**src/hdl/fir_filter_programmable_assert.svh**
```systemverilog
// ----------------------------------------------------------------------------
// FIR filter assertion macros
// Shared property macros for the concurrent checks in the filter modules.
// ----------------------------------------------------------------------------
`ifndef FIR_FILTER_PROGRAMMABLE_ASSERT_SVH
`define FIR_FILTER_PROGRAMMABLE_ASSERT_SVH

// Consequent must hold in the same cycle as the antecedent.
`define FIR_ASSERT_IMP(lbl, ante, cons, msg) \
  lbl: assert property (@(posedge clk_i) disable iff (!rst_ni) (ante) |-> (cons)) \
    else $error(msg);

// Consequent must hold in the cycle after the antecedent.
`define FIR_ASSERT_NXT(lbl, ante, cons, msg) \
  lbl: assert property (@(posedge clk_i) disable iff (!rst_ni) (ante) |=> (cons)) \
    else $error(msg);

`endif

```
**src/hdl/fir_pkg.sv**
```systemverilog
// ----------------------------------------------------------------------------
// FIR filter package
// Widths, item codes, register map and shared types of the FIR filter.
// ----------------------------------------------------------------------------
package fir_pkg;

  // Default build parameters.
  localparam int DEF_TAPS         = 16;
  localparam int DEF_SAMPLE_WIDTH = 16;

  // Fixed field widths.
  localparam int MODE_W      = 2;
  localparam int COEF_IDX_W  = 4;
  localparam int TAP_CNT_W   = 5;
  localparam int APB_ADDR_W  = 3;
  localparam int APB_DATA_W  = 32;

  // Item codes carried in the mode field.
  localparam logic [MODE_W-1:0] MODE_PUSH  = 2'd0;
  localparam logic [MODE_W-1:0] MODE_COEF  = 2'd1;
  localparam logic [MODE_W-1:0] MODE_CLEAR = 2'd2;

  // Register map: index taken from the word address bit.
  localparam logic REG_TAP_COUNT = 1'b0;

  localparam logic [TAP_CNT_W-1:0] TAP_CNT_RESET = 5'd16;

  // Sequencer states.
  typedef enum logic [1:0] {
    ST_IDLE,
    ST_ISSUE,
    ST_FLUSH
  } state_e;

  // Control that travels with the memory read data into the MAC.
  typedef struct packed {
    logic clr;
    logic vld;
    logic last;
  } mac_ctl_t;

endpackage

```
**src/hdl/fir_ram.sv**
```systemverilog
// ----------------------------------------------------------------------------
// FIR generic RAM
// Simple dual-port synchronous RAM with one write port and a registered read.
// ----------------------------------------------------------------------------
module fir_ram #(
  parameter int Width = 16,
  parameter int Depth = 16,
  localparam int AddrW = (Depth > 1) ? $clog2(Depth) : 1
) (
  input  logic             clk_i,
  input  logic             we_i,
  input  logic [AddrW-1:0] waddr_i,
  input  logic [Width-1:0] wdata_i,
  input  logic             re_i,
  input  logic [AddrW-1:0] raddr_i,
  output logic [Width-1:0] rdata_o
);

  logic [Width-1:0] mem_q [Depth];
  logic [Width-1:0] rdata_q;

  // Write port.
  always_ff @(posedge clk_i) begin
    if (we_i) begin
      mem_q[waddr_i] <= wdata_i;
    end
  end

  // Registered read port.
  always_ff @(posedge clk_i) begin
    if (re_i) begin
      rdata_q <= mem_q[raddr_i];
    end
  end

  assign rdata_o = rdata_q;

endmodule

```
**src/hdl/fir_mac.sv**
```systemverilog
// ----------------------------------------------------------------------------
// FIR multiply-accumulate unit
// Registered product, accumulator, and rounding with saturation of the sum.
// ----------------------------------------------------------------------------
`include "fir_filter_programmable_assert.svh"

module fir_mac #(
  parameter int TAPS         = fir_pkg::DEF_TAPS,
  parameter int SAMPLE_WIDTH = fir_pkg::DEF_SAMPLE_WIDTH
) (
  input  logic                     clk_i,
  input  logic                     rst_ni,
  input  fir_pkg::mac_ctl_t        ctl_i,
  input  logic [SAMPLE_WIDTH-1:0]  sample_i,
  input  logic [SAMPLE_WIDTH-1:0]  coef_i,
  output logic                     done_o,
  output logic [SAMPLE_WIDTH-1:0]  filtered_o,
  output logic                     saturated_o
);

  localparam int ProdW = 2 * SAMPLE_WIDTH;
  localparam int FullW = ProdW + $clog2(TAPS) + 1;
  localparam int AccW  = (FullW > 64) ? 64 : FullW;
  localparam logic [AccW-1:0] Rnd = AccW'(64'd1 << (SAMPLE_WIDTH - 2));
  localparam logic [SAMPLE_WIDTH-1:0] MaxVal = {1'b0, {(SAMPLE_WIDTH-1){1'b1}}};
  localparam logic [SAMPLE_WIDTH-1:0] MinVal = {1'b1, {(SAMPLE_WIDTH-1){1'b0}}};

  logic signed [ProdW-1:0] prod_q;
  logic                    prod_v_q;
  logic                    prod_last_q;
  logic signed [AccW-1:0]  acc_q;
  logic                    done_q;

  logic [AccW-1:0]           sum_w;
  logic [AccW-ProdW+1:0]     upper_w;
  logic                      fits_w;

  // Product stage: one tap per cycle.
  always_ff @(posedge clk_i) begin
    prod_q <= $signed(sample_i) * $signed(coef_i);
  end

  always_ff @(posedge clk_i or negedge rst_ni) begin
    if (!rst_ni) begin
      prod_v_q    <= 1'b0;
      prod_last_q <= 1'b0;
    end else begin
      prod_v_q    <= ctl_i.vld;
      prod_last_q <= ctl_i.vld && ctl_i.last;
    end
  end

  // Accumulator, cleared when a sample transfer starts a new sum.
  always_ff @(posedge clk_i or negedge rst_ni) begin
    if (!rst_ni) begin
      acc_q  <= '0;
      done_q <= 1'b0;
    end else if (ctl_i.clr) begin
      acc_q  <= '0;
      done_q <= 1'b0;
    end else if (prod_v_q) begin
      acc_q  <= acc_q + AccW'(prod_q);
      done_q <= prod_last_q;
    end
  end

  // Round half up, drop the fraction bits and clip to the sample range.
  always_comb begin
    sum_w   = acc_q + Rnd;
    upper_w = sum_w[AccW-1:ProdW-2];
    fits_w  = (&upper_w) || !(|upper_w);
    if (fits_w) begin
      filtered_o = sum_w[ProdW-2:SAMPLE_WIDTH-1];
    end else if (sum_w[AccW-1]) begin
      filtered_o = MinVal;
    end else begin
      filtered_o = MaxVal;
    end
    saturated_o = !fits_w;
  end

  assign done_o = done_q;

  `FIR_ASSERT_NXT(a_done_holds, done_q && !ctl_i.clr, done_q, "MAC done dropped without clear")
  `FIR_ASSERT_IMP(a_no_prod_after_done, prod_v_q, !done_q, "Product arrived after sum was done")

endmodule

```
**src/hdl/fir_filter_programmable.sv**
```systemverilog
// Every transfer is accepted only while the sequencer is idle. A sample
// transfer stalls the input until its result, a sum over the n samples held
// after the push (1 to tap_count, clamped to 1..TAPS), is loaded into the
// result register. While issuing, the single read port of the history memory
// feeds one multiply-accumulate per cycle. Reset clears the history, all
// coefficients (through per-entry valid bits) and sets tap_count to 16.
// ----------------------------------------------------------------------------
// Programmable FIR filter
// Direct-form FIR with a circular sample history and a coefficient table in
// RAM, an APB register for the tap count, and a registered result output.
// ----------------------------------------------------------------------------
`include "fir_filter_programmable_assert.svh"

module fir_filter_programmable #(
  parameter int TAPS         = fir_pkg::DEF_TAPS,
  parameter int SAMPLE_WIDTH = fir_pkg::DEF_SAMPLE_WIDTH
) (
  input  logic                            clk_i,
  input  logic                            rst_ni,
  // Configuration port
  input  logic                            psel,
  input  logic                            penable,
  input  logic                            pwrite,
  input  logic [fir_pkg::APB_ADDR_W-1:0]  paddr,
  input  logic [fir_pkg::APB_DATA_W-1:0]  pwdata,
  output logic [fir_pkg::APB_DATA_W-1:0]  prdata,
  output logic                            pready,
  // Input channel
  input  logic                            in_valid_i,
  output logic                            in_stall_o,
  input  logic [fir_pkg::MODE_W-1:0]      mode_i,
  input  logic [SAMPLE_WIDTH-1:0]         sample_in_i,
  input  logic [fir_pkg::COEF_IDX_W-1:0]  coef_index_i,
  input  logic [SAMPLE_WIDTH-1:0]         coef_value_i,
  // Output channel
  output logic                            out_valid_o,
  input  logic                            out_stall_i,
  output logic [SAMPLE_WIDTH-1:0]         filtered_o,
  output logic                            saturated_o
);

  localparam int AddrW = (TAPS > 1) ? $clog2(TAPS) : 1;
  localparam int CntW  = $clog2(TAPS + 1);

  fir_pkg::state_e state_q, state_d;

  logic [fir_pkg::TAP_CNT_W-1:0] tap_count_q;
  logic [CntW-1:0]               fill_q;
  logic [AddrW-1:0]              wp_q;
  logic [AddrW-1:0]              cnt_q;
  logic [AddrW-1:0]              raddr_q;
  logic [TAPS-1:0]               coef_vld_q;
  logic                          rd_v_q;
  logic                          rd_last_q;
  logic                          coef_ok_q;
  logic                          out_valid_q;
  logic [SAMPLE_WIDTH-1:0]       filtered_q;
  logic                          sat_q;

  logic                    in_acc;
  logic                    is_push;
  logic                    is_coef;
  logic                    is_clear;
  logic                    coef_idx_ok;
  logic                    cfg_wr;
  logic [CntW-1:0]         n_taps;
  logic [AddrW-1:0]        wp_inc;
  logic [CntW:0]           fill_inc;
  logic [CntW-1:0]         fill_new;
  logic [CntW:0]           base_w;
  logic [AddrW-1:0]        raddr_inc;
  logic                    issue_last;
  logic                    issue;
  logic                    out_free;
  logic                    out_load;

  logic [SAMPLE_WIDTH-1:0] hist_rdata;
  logic [SAMPLE_WIDTH-1:0] coef_rdata;
  logic [SAMPLE_WIDTH-1:0] coef_eff;
  logic                    mac_done;
  logic [SAMPLE_WIDTH-1:0] mac_filtered;
  logic                    mac_sat;
  fir_pkg::mac_ctl_t       mac_ctl;

  // Configuration register access.
  assign pready = 1'b1;
  assign cfg_wr = psel && penable && pwrite && (paddr[2] == fir_pkg::REG_TAP_COUNT);
  assign prdata = (paddr[2] == fir_pkg::REG_TAP_COUNT) ?
                  fir_pkg::APB_DATA_W'(tap_count_q) : '0;

  always_ff @(posedge clk_i or negedge rst_ni) begin
    if (!rst_ni) begin
      tap_count_q <= fir_pkg::TAP_CNT_RESET;
    end else if (cfg_wr) begin
      tap_count_q <= pwdata[fir_pkg::TAP_CNT_W-1:0];
    end
  end

  // Input decode.
  assign in_stall_o  = (state_q != fir_pkg::ST_IDLE);
  assign in_acc      = in_valid_i && !in_stall_o;
  assign is_push     = in_acc && (mode_i == fir_pkg::MODE_PUSH);
  assign is_coef     = in_acc && (mode_i == fir_pkg::MODE_COEF);
  assign is_clear    = in_acc && (mode_i == fir_pkg::MODE_CLEAR);
  assign coef_idx_ok = (32'(coef_index_i) < TAPS);

  // Taps in use, history fill after a push and the oldest held entry.
  always_comb begin
    if (tap_count_q == '0) begin
      n_taps = CntW'(1);
    end else if (32'(tap_count_q) > TAPS) begin
      n_taps = CntW'(TAPS);
    end else begin
      n_taps = CntW'(tap_count_q);
    end
    wp_inc   = (wp_q == AddrW'(TAPS - 1)) ? '0 : wp_q + AddrW'(1);
    fill_inc = (CntW+1)'(fill_q) + (CntW+1)'(1);
    fill_new = (fill_inc > (CntW+1)'(n_taps)) ? n_taps : CntW'(fill_inc);
    if ((CntW+1)'(wp_inc) >= (CntW+1)'(fill_new)) begin
      base_w = (CntW+1)'(wp_inc) - (CntW+1)'(fill_new);
    end else begin
      base_w = (CntW+1)'(wp_inc) + (CntW+1)'(TAPS) - (CntW+1)'(fill_new);
    end
    raddr_inc  = (raddr_q == AddrW'(TAPS - 1)) ? '0 : raddr_q + AddrW'(1);
    issue_last = ((CntW'(cnt_q) + CntW'(1)) == fill_q);
  end

  // Sequencer next state.
  always_comb begin
    state_d = state_q;
    unique case (state_q)
      fir_pkg::ST_IDLE: begin
        if (is_push) begin
          state_d = fir_pkg::ST_ISSUE;
        end
      end
      fir_pkg::ST_ISSUE: begin
        if (issue_last) begin
          state_d = fir_pkg::ST_FLUSH;
        end
      end
      fir_pkg::ST_FLUSH: begin
        if (mac_done && out_free) begin
          state_d = fir_pkg::ST_IDLE;
        end
      end
      default: begin
        state_d = fir_pkg::ST_IDLE;
      end
    endcase
  end

  // Sequencer outputs.
  assign out_free = !out_valid_q || !out_stall_i;

  always_comb begin
    issue    = 1'b0;
    out_load = 1'b0;
    unique case (state_q)
      fir_pkg::ST_IDLE: begin
        issue = 1'b0;
      end
      fir_pkg::ST_ISSUE: begin
        issue = 1'b1;
      end
      fir_pkg::ST_FLUSH: begin
        out_load = mac_done && out_free;
      end
      default: begin
        issue = 1'b0;
      end
    endcase
  end

  // Control registers: sequencer state, history pointers, tap counter, coefficient valid bits and output valid.
  always_ff @(posedge clk_i or negedge rst_ni) begin
    if (!rst_ni) begin
      state_q     <= fir_pkg::ST_IDLE;
      fill_q      <= '0;
      wp_q        <= '0;
      cnt_q       <= '0;
      raddr_q     <= '0;
      coef_vld_q  <= '0;
      rd_v_q      <= 1'b0;
      rd_last_q   <= 1'b0;
      out_valid_q <= 1'b0;
    end else begin
      state_q   <= state_d;
      rd_v_q    <= issue;
      rd_last_q <= issue && issue_last;
      if (is_clear) begin
        fill_q <= '0;
      end
      if (is_push) begin
        fill_q  <= fill_new;
        wp_q    <= wp_inc;
        cnt_q   <= '0;
        raddr_q <= AddrW'(base_w);
      end else if (issue) begin
        cnt_q   <= cnt_q + AddrW'(1);
        raddr_q <= raddr_inc;
      end
      if (is_coef && coef_idx_ok) begin
        coef_vld_q[AddrW'(coef_index_i)] <= 1'b1;
      end
      if (out_load) begin
        out_valid_q <= 1'b1;
      end else if (!out_stall_i) begin
        out_valid_q <= 1'b0;
      end
    end
  end

  // A coefficient slot never written reads as zero.
  always_ff @(posedge clk_i) begin
    coef_ok_q <= coef_vld_q[cnt_q];
  end

  // Result register.
  always_ff @(posedge clk_i) begin
    if (out_load) begin
      filtered_q <= mac_filtered;
      sat_q      <= mac_sat;
    end
  end

  assign out_valid_o = out_valid_q;
  assign filtered_o  = filtered_q;
  assign saturated_o = sat_q;

  // Sample history, circular, written at the push transfer.
  fir_ram #(
    .Width (SAMPLE_WIDTH),
    .Depth (TAPS)
  ) u_hist_ram (
    .clk_i   (clk_i),
    .we_i    (is_push),
    .waddr_i (wp_q),
    .wdata_i (sample_in_i),
    .re_i    (issue),
    .raddr_i (raddr_q),
    .rdata_o (hist_rdata)
  );

  // Coefficient table.
  fir_ram #(
    .Width (SAMPLE_WIDTH),
    .Depth (TAPS)
  ) u_coef_ram (
    .clk_i   (clk_i),
    .we_i    (is_coef && coef_idx_ok),
    .waddr_i (AddrW'(coef_index_i)),
    .wdata_i (coef_value_i),
    .re_i    (issue),
    .raddr_i (cnt_q),
    .rdata_o (coef_rdata)
  );

  assign coef_eff     = coef_ok_q ? coef_rdata : '0;
  assign mac_ctl.clr  = is_push;
  assign mac_ctl.vld  = rd_v_q;
  assign mac_ctl.last = rd_last_q;

  fir_mac #(
    .TAPS         (TAPS),
    .SAMPLE_WIDTH (SAMPLE_WIDTH)
  ) u_mac (
    .clk_i       (clk_i),
    .rst_ni      (rst_ni),
    .ctl_i       (mac_ctl),
    .sample_i    (hist_rdata),
    .coef_i      (coef_eff),
    .done_o      (mac_done),
    .filtered_o  (mac_filtered),
    .saturated_o (mac_sat)
  );

  `FIR_ASSERT_NXT(a_fill_bound, is_push, (fill_q != '0) && (fill_q <= n_taps),
                  "Fill count out of bounds after push")
  `FIR_ASSERT_IMP(a_issue_range, state_q == fir_pkg::ST_ISSUE, CntW'(cnt_q) < fill_q,
                  "Tap read beyond held samples")
  `FIR_ASSERT_IMP(a_mac_busy, mac_ctl.vld, state_q != fir_pkg::ST_IDLE,
                  "MAC data while sequencer idle")
  `FIR_ASSERT_NXT(a_out_load, out_load, out_valid_q,
                  "Result load did not raise output valid")

endmodule
```
**config.mk**
```make
export PLATFORM = sky130hd
export DESIGN_NAME = fir_filter_programmable
export DESIGN_NICKNAME = d
export VERILOG_FILES = /design/src/hdl/fir_pkg.sv /design/src/hdl/fir_ram.sv /design/src/hdl/fir_mac.sv /design/src/hdl/fir_filter_programmable.sv
export VERILOG_INCLUDE_DIRS = /design/src /design/src/hdl
export SDC_FILE = /design/constraint.sdc
export NUM_CORES = 2
export LEC_CHECK = 0
export ABC_AREA = 0
export ABC_CLOCK_PERIOD_IN_PS = 6800
export BUFFER_PORTS_ARGS = -buffer_cell sky130_fd_sc_hd__buf_4
export CAP_MARGIN = 30
export CORE_MARGIN = 1.5
export CORE_UTILIZATION = 63
export DETAILED_ROUTE_END_ITERATION = 6
export PLACE_DENSITY = 0.9
export SYNTH_ARGS = -nofsm -noshare
export SYNTH_HDL_FRONTEND = slang
export SYNTH_SLANG_ARGS = --single-unit
```
**constraint.sdc**
```tcl
create_clock -name clk_i -period 6.8 [get_ports clk_i]
set_input_delay 0.68 -clock clk_i [delete_from_list [all_inputs] [get_ports clk_i]]
set_output_delay 0.68 -clock clk_i [all_outputs]
set_load 0.1 [all_outputs]
```
* Word-level counts from Yosys, hierarchy flattened
Memory sizes are Yosys's and may differ from the RTL's. A register that Yosys moved wholly into a read port is not among the register bits.
Index checks and enable logic that the tools add are counted.
** Word-level totals
- Register bits :: 133
- Bits in writable memories :: 512
- Bits of input ports :: 80
- Output and inout bits :: 52
- Logic and storage cells :: 114
- Memories kept :: 2
** Memory list
- u_coef_ram.mem_q :: depth 16, width 16, read ports 1, clocked after memory_dff 1, wr ports 1, RTL line fir_ram.sv:19 : logic [Width-1:0] mem_q [Depth];
- u_hist_ram.mem_q :: depth 16, width 16, read ports 1, clocked after memory_dff 1, wr ports 1, RTL line fir_ram.sv:19
** Operators by class
- $add $sub $neg :: 10
- Multipliers :: 1
- Order comparisons :: 6
- Eq/ne operators :: 11
- Mux-type cells :: 36
- Bitwise operators :: 2
- Reduce and logical (&&, ||, !) cells :: 28
** Operators with widths (count)
- $mux W37 :: 2
- $mux W16 :: 3
- $add A37 B15 Y37 const B :: 1
- $add A37 B32 Y37 :: 1
- $mul A16 B16 Y32 :: 1
- $mux W5 :: 6
- $mux W4 :: 7
- $add A4 B1 Y4 const B :: 4
- $or A16 B16 Y16 :: 1
- $mux W1 :: 12
- $logic_and A1 B1 Y1 :: 11
- $lt A4 B5 Y1 const B :: 2
- $eq A4 B4 Y1 const B :: 2
- $reduce_bool A2 Y1 :: 4
- $sub A4 B4 Y4 :: 2
- $reduce_and A7 Y1 :: 1
- $reduce_or A7 Y1 :: 1
- $add A5 B1 Y6 const B :: 1
- $gt A6 B5 Y1 :: 1
- $mux W2 :: 3
- $ne A2 B2 Y1 const B :: 3
- $pmux W2 S3 :: 1
- $add A4 B1 Y5 const B :: 1
- $eq A5 B5 Y1 :: 1
- 14 further kinds :: 22

* Longest topological paths before layout
- Depth in word-level cells :: 8
- Mapped depth :: 26
- Gate-level depth less buffers :: 24

* Cells and area by module
Synthesis repeated with hierarchy kept, for this count alone.
** Second synthesis, totals
- Cells, all modules :: 2829
- Area total of the unflattened synthesis :: 38501.9 µm²
** Modules (own cells, without submodules)
- fir_ram :: instances 2, cells each 432, area an instance 10203.5 µm², seq. area each 8167.8 µm²
- fir_mac :: instances 1, cells each 1666, area an instance 14816.7 µm², seq. area each 1641.6 µm²
- fir_filter_programmable :: instances 1, cells each 299, area an instance 3278.1 µm², seq. area each 1607.8 µm²

* Worst setup path after synthesis
No wires, ideal clock.
- Path kind :: reg2reg
- Start :: reg coef_ok_q
- End :: reg u_mac.prod_q[31]
- Library setup time :: 0.072 ns
- Arrival time :: 6.034 ns
- Data required time :: 6.728 ns
- Slack :: 0.694 ns
- Stages on the path, launching flop included :: 24
- Path buffers :: 2
- Period minus slack after synthesis :: 6.106 ns
- Cell sequence :: dfxtp_1 -> clkbuf_1 -> and2_0 -> clkbuf_1 -> nand2_1 -> fa_1 -> inv_1 -> fa_1 -> fa_1 -> fa_1 -> fa_1 -> inv_1 -> fa_1 -> inv_1 -> ha_1 -> and3_2 -> a31oi_1 -> nand2_1 -> a31oi_4 -> nor2_2 -> a311oi_2 -> o2111ai_1 -> a21oi_1 -> xnor2_1
** Between the ends
- Longest elaborated chain between the ends :: 2
** RTL lines
- start: declaration :: RTL line fir_filter_programmable.sv:55 : logic coef_ok_q;
- start signal: assignment :: RTL line fir_filter_programmable.sv:216 : coef_ok_q <= coef_vld_q[cnt_q];
- $mux W16 :: RTL line fir_filter_programmable.sv:259 : assign coef_eff = coef_ok_q ? coef_rdata : '0;
- $mul A16 B16 Y32 :: RTL line fir_mac.sv:40 : prod_q <= $signed(sample_i) * $signed(coef_i);
- end signal: assignment :: RTL line fir_mac.sv:40
- end: declaration :: RTL line fir_mac.sv:28 : logic signed [ProdW-1:0] prod_q;
Every way passes these cells.
A chain may end at the register's enable or synchronous reset.

* Worst setup path after layout
- Start :: reg u_coef_ram.rdata_q[10] (netlist: u_coef_ram.rdata_o[10]), read port of u_coef_ram.mem_q
- End :: reg u_mac.prod_q[31]
** Between the ends
- Longest elaborated chain between the ends :: 2
** RTL lines
- start: declaration :: RTL line fir_ram.sv:20 : logic [Width-1:0] rdata_q;
- $mux W16 :: RTL line fir_filter_programmable.sv:259
- $mul A16 B16 Y32 :: RTL line fir_mac.sv:40
Every way passes these cells.

==> metrics list <==
- Number of iterations in the first detailed-routing pass: 7
- Fill cell count: 3,517
* Number of top-level pins: 132
- Dividing the final minimum period by the clock period gives 0.955.
- Total power after layout: 8.62 mW
- Worst hold slack: 0.0161 ns
- Mux share of post-synthesis cell area: 0.0944
* Cell variety after synth: 82
* Endpoints failing hold: 0
- RSZ-0062 raised after global routing: no
- For this run, the slowest stage of the critical path takes 0.59 ns.
- Counting every sink on the clock net gives 677.
- Walking the worst path, the cells encountered are and2_1 > nand2_1 > fa_1 > inv_1 > fa_1 > fa_1 > fa_1 > fa_1 > inv_1 > fa_1 > inv_1 > ha_1 > and3_2 > a31oi_1 > nand2_1 > a31oi_4 > nor2_2 > a311oi_2 > o2111ai_1 > a21oi_1 > xnor2_1.
- Top cells by area in the synthesized netlist: sky130_fd_sc_hd__edfxtp_1 (45%), sky130_fd_sc_hd__fa_1 (14%), sky130_fd_sc_hd__mux4_2 (6.8%)
- Of the total synthesized cell area, the portion taken by full adders, half adders and majority gates is 0.184.
* Worst setup path startpoint: u_coef_ram.rdata_o[10]
- At the pin with the least slew margin, the transition time is 0.992 ns.
- The HPWL after detailed placement is 57,900 um.
- For this run the aggregate overflow at the end of global routing stands at 0.
* Post-synthesis xor/xnor area fraction: 0.0224
* Power density over the cells: 206 mW/mm2
- Number of instances in the synthesized netlist: 2,779
- Antenna viol nets, final: 0
- Using the TritonRoute via totals, the vias-per-cell ratio works out to 6.50.
- Post-Synth Simple-Gate Area: 0.0794
- The clock arrives with 0.0270 ns of skew.
* CTS tree: yes
* Critical path's top delay family: adder cells
- In this run, synthesis inferred 561 flip-flops with an integrated enable.
* Clock slew at the register clock pins of the worst setup and hold paths: 0.07 ns
* Leakage component of the power: 17.3 nW
- Synthesized area per cell: 13.6 um2
- Synth Register Bits: 677
* Yosys warning count: 0
- Most used flip-flop cell after synthesis: sky130_fd_sc_hd__edfxtp_1
- Most frequent cell after synthesis: sky130_fd_sc_hd__edfxtp_1
- DRT iter0 DRCs: 3,254
* Core Footprint: 0.0592 mm2
* Hold buffer count at CTS: 0
- TritonCTS Buffers: 68
* Portion of the post-synthesis area used by sequential elements: 0.517
- Critical path launch point type: flop
* Worst R2R Start: u_coef_ram.rdata_o[10]
* Final number of max-transition violations: 0
- Routability-driven placement congestion ratio: 0.914
* Number of gates on the worst path with buffers counted: 21
* Net count reported at finish: 3,354
- Worst path bufs/invs: 3
- Measured along the x axis, the die boundary spans 248 um.
* Fin Setup TNS: 0 ns
* Overall global routing resource usage: 0.316
- Achievable clock frequency: 154 MHz
* Die Area: 0.0616 mm2
- The final reports fail on DRC.
* Internal reg-to-reg setup slack: 0.30 ns
* Total routed wirelength: 95,200 um
- Starting density of the core: 0.639
* Detailed-route DRC error count: 8
- Buffers placed on the I/O ports in this run total 74.
* Largest net degree at the start of global routing: 69
- The number of cells on the worst reg-to-reg path is 21.
- Number of H-tree levels: 3
- The initial antenna violation count was 6.
- Wire length of the first global-routing pass: 145,000 um
* Number of maximum-capacitance constraint violations: 0
* Leading cell types by count after synthesis: sky130_fd_sc_hd__edfxtp_1 (561), sky130_fd_sc_hd__inv_1 (304), sky130_fd_sc_hd__fa_1 (264), sky130_fd_sc_hd__nand2_1 (208), sky130_fd_sc_hd__ha_1 (135)
- Peak ir drop on the vdd network: 0.000382 V
* Avg WL per Cell: 25.7 um
- Row generation in the floorplan step produced 89 rows.
- Final setup vio count: 0
- Overall via count from detail_route: 24,100
* Headroom to the max-slew limit: 0.338
- Counting along the longest clock path gives a buffer depth of 3.
- The flow ran to the end, but the final reports show violations.
- Data arrival, critical path: 7.05 ns
- The floorplan step set the die height to 248 um.
* Required time of the worst setup path: 7.36 ns
- From synthesis to final layout, the design area changed by 10.4%.
- Of all cell types, the one taking the most synthesized area is sky130_fd_sc_hd__edfxtp_1.
- Summing every instance area after synthesis gives 0.0379 mm2.
- The later pin in the worst-skew pair is clocked with a latency of 0.65 ns.
- Fraction of synthesized cell area taken by the top area cell type: 0.445
- After synthesis, the share of flip-flops with an asynchronous set or reset is 0.123.
- Max Fanout on Critical Path: 11
- CP Class: flop to flop
- On the critical path, the stage with the largest delay is an instance of sky130_fd_sc_hd__fa_1.
- The tightest min-delay check is of the input pin to asynchronous set/reset pin type.
* Most frequent CP cell: sky130_fd_sc_hd__fa_1
- Combinational family with the most area after synthesis: adder cells
- The tree is rooted in a sky130_fd_sc_hd__clkbuf_16.
* Number of global-route vias before repair: 25,200
* Shortest clock period the worst path allows after layout: 6.50 ns
- STA classifies the critical path endpoint as a flop.
* Share of layout cells above drive strength 1: 0.149
* Area fraction in compound gates after synthesis: 0.0538
cells by family (layout without fill, tap and decap cells):
| kind of cell | count (synthesis) | count (layout) |
|---|---|---|
| simple gates | 616 | 616 |
| flops | 677 | 677 |
| mux | 212 | 212 |
| other cells | 2 | 30 |
| buf+inv | 454 | 579 |
| fa+ha+maj | 399 | 399 |
| compound gates | 322 | 322 |
| xor+xnor | 97 | 97 |
metal layers:
| metal | track usage | up-vias | part of all wire |
|---|---|---|---|
| met4 | 0.145 | 6 | 0.044 |
| met5 | 0 | - | 0.00040 |
| met3 | 0.0772 | 365 | 0.11 |
| li1 | - | 10000 | - |
| met2 | 0.530 | 1738 | 0.50 |
| met1 | 0.390 | 12000 | 0.35 |
placed cells by master (no fill, tap or decap), types with 11 or more instances in the layout:
master	netlist	layout
sky130_fd_sc_hd__clkbuf_16	0	68
sky130_fd_sc_hd__and3_1	134	134
sky130_fd_sc_hd__a22oi_1	18	18
sky130_fd_sc_hd__nor2b_1	16	15
sky130_fd_sc_hd__mux2_2	19	19
sky130_fd_sc_hd__buf_4	29	145
sky130_fd_sc_hd__dfxtp_1	33	32
sky130_fd_sc_hd__clkbuf_1	100	12
sky130_fd_sc_hd__inv_1	304	304
sky130_fd_sc_hd__or2_2	21	21
sky130_fd_sc_hd__dfrtp_1	82	79
sky130_fd_sc_hd__nor3_1	21	11
sky130_fd_sc_hd__clkinv_2	0	11
sky130_fd_sc_hd__conb_1	2	28
sky130_fd_sc_hd__mux2i_1	79	79
sky130_fd_sc_hd__a21oi_1	101	101
sky130_fd_sc_hd__xor2_1	42	42
sky130_fd_sc_hd__clkinv_1	1	11
sky130_fd_sc_hd__nor2_1	116	116
sky130_fd_sc_hd__a221oi_1	18	18
sky130_fd_sc_hd__fa_1	264	263
sky130_fd_sc_hd__nand3_1	44	44
sky130_fd_sc_hd__a21o_1	19	19
sky130_fd_sc_hd__nand2b_1	12	12
sky130_fd_sc_hd__xnor2_1	55	55
sky130_fd_sc_hd__ha_1	135	135
sky130_fd_sc_hd__nand2_1	208	208
sky130_fd_sc_hd__a31oi_1	11	11
sky130_fd_sc_hd__mux4_2	114	114
sky130_fd_sc_hd__nor3_2	1	11
sky130_fd_sc_hd__edfxtp_1	561	561
sky130_fd_sc_hd__o21ai_0	80	80
metrics by stage:
step / setup slack [ns] / util / std cells / cell area (um2)
after floorplan: 0.694 / - / 2805 / 37900
after global placement: 0.414 / 0.665 / 3571 / 39400
after detailed placement: 0.266 / 0.665 / 3572 / 39400
after CTS: 0.166 / 0.704 / 3697 / 41700
after global routing: 0.0385 / 0.705 / 3704 / 41800
final: 0.304 / 0.705 / 3705 / 41800
power breakdown:
group | switching, mW | internal [mW] | leakage, nW
Sequential | 0.00708 | 4.49 | 6.33
Combinational | 0.192 | 0.0529 | 9.85
Clock | 1.69 | 2.19 | 1.12
Total | 1.89 | 6.73 | 17.3
registers in the layout (all words and copies together), names as in the netlist, 2 cells and up:
| name | count |
|---|---|
| state_q | 2 |
| u_hist_ram.mem_q | 256 |
| wp_q | 4 |
| u_coef_ram.mem_q | 256 |
| raddr_q | 4 |
| filtered_o | 16 |
| coef_vld_q | 16 |
| tap_count_q | 5 |
| cnt_q | 4 |
| u_mac.prod_q | 32 |
| u_mac.acc_q | 37 |
| u_coef_ram.rdata_o | 16 |
| u_hist_ram.rdata_o | 16 |
| fill_q | 5 |
worst paths after layout:
kind / endpoint
min: u_mac.acc_q[22]
max: u_mac.prod_q[31]
max reg2reg: u_mac.prod_q[31]
min in group clk_i: tap_count_q[0]
max in group asynchronous: cnt_q[0]
min reg2reg: u_mac.prod_v_q
worst reg2reg max path, cell delays in order, from the launching register on:
cell and delay (ns):
sky130_fd_sc_hd__edfxtp_1 0.56, sky130_fd_sc_hd__and2_1 0.45, sky130_fd_sc_hd__nand2_1 0.17, sky130_fd_sc_hd__fa_1 0.59
sky130_fd_sc_hd__inv_1 0.06, sky130_fd_sc_hd__fa_1 0.49, sky130_fd_sc_hd__fa_1 0.56, sky130_fd_sc_hd__fa_1 0.45
sky130_fd_sc_hd__fa_1 0.49, sky130_fd_sc_hd__inv_1 0.05, sky130_fd_sc_hd__fa_1 0.48, sky130_fd_sc_hd__inv_1 0.04
sky130_fd_sc_hd__ha_1 0.32, sky130_fd_sc_hd__and3_2 0.25, sky130_fd_sc_hd__a31oi_1 0.19, sky130_fd_sc_hd__nand2_1 0.11
sky130_fd_sc_hd__a31oi_4 0.20, sky130_fd_sc_hd__nor2_2 0.09, sky130_fd_sc_hd__a311oi_2 0.36, sky130_fd_sc_hd__o2111ai_1 0.19
sky130_fd_sc_hd__a21oi_1 0.20, sky130_fd_sc_hd__xnor2_1 0.13
final cells by class:
class	instances	area (um2)	share of cell area
sequential	677	19600	0.469
clock inverter	38	459	0.0110
timing repair buffer	149	1170	0.0279
multi-input combinational	1674	16600	0.397
antenna	2	5.00	0.000120
clock buffer	87	1840	0.0441
inverter	305	1140	0.0274
tap	773	967	0.0231
timing repair:
action	CTS	global route
resized for setup	0	7
setup buffers	0	5
endpoints found under the setup margin	0	3
Power figures use the tool's default switching activity.
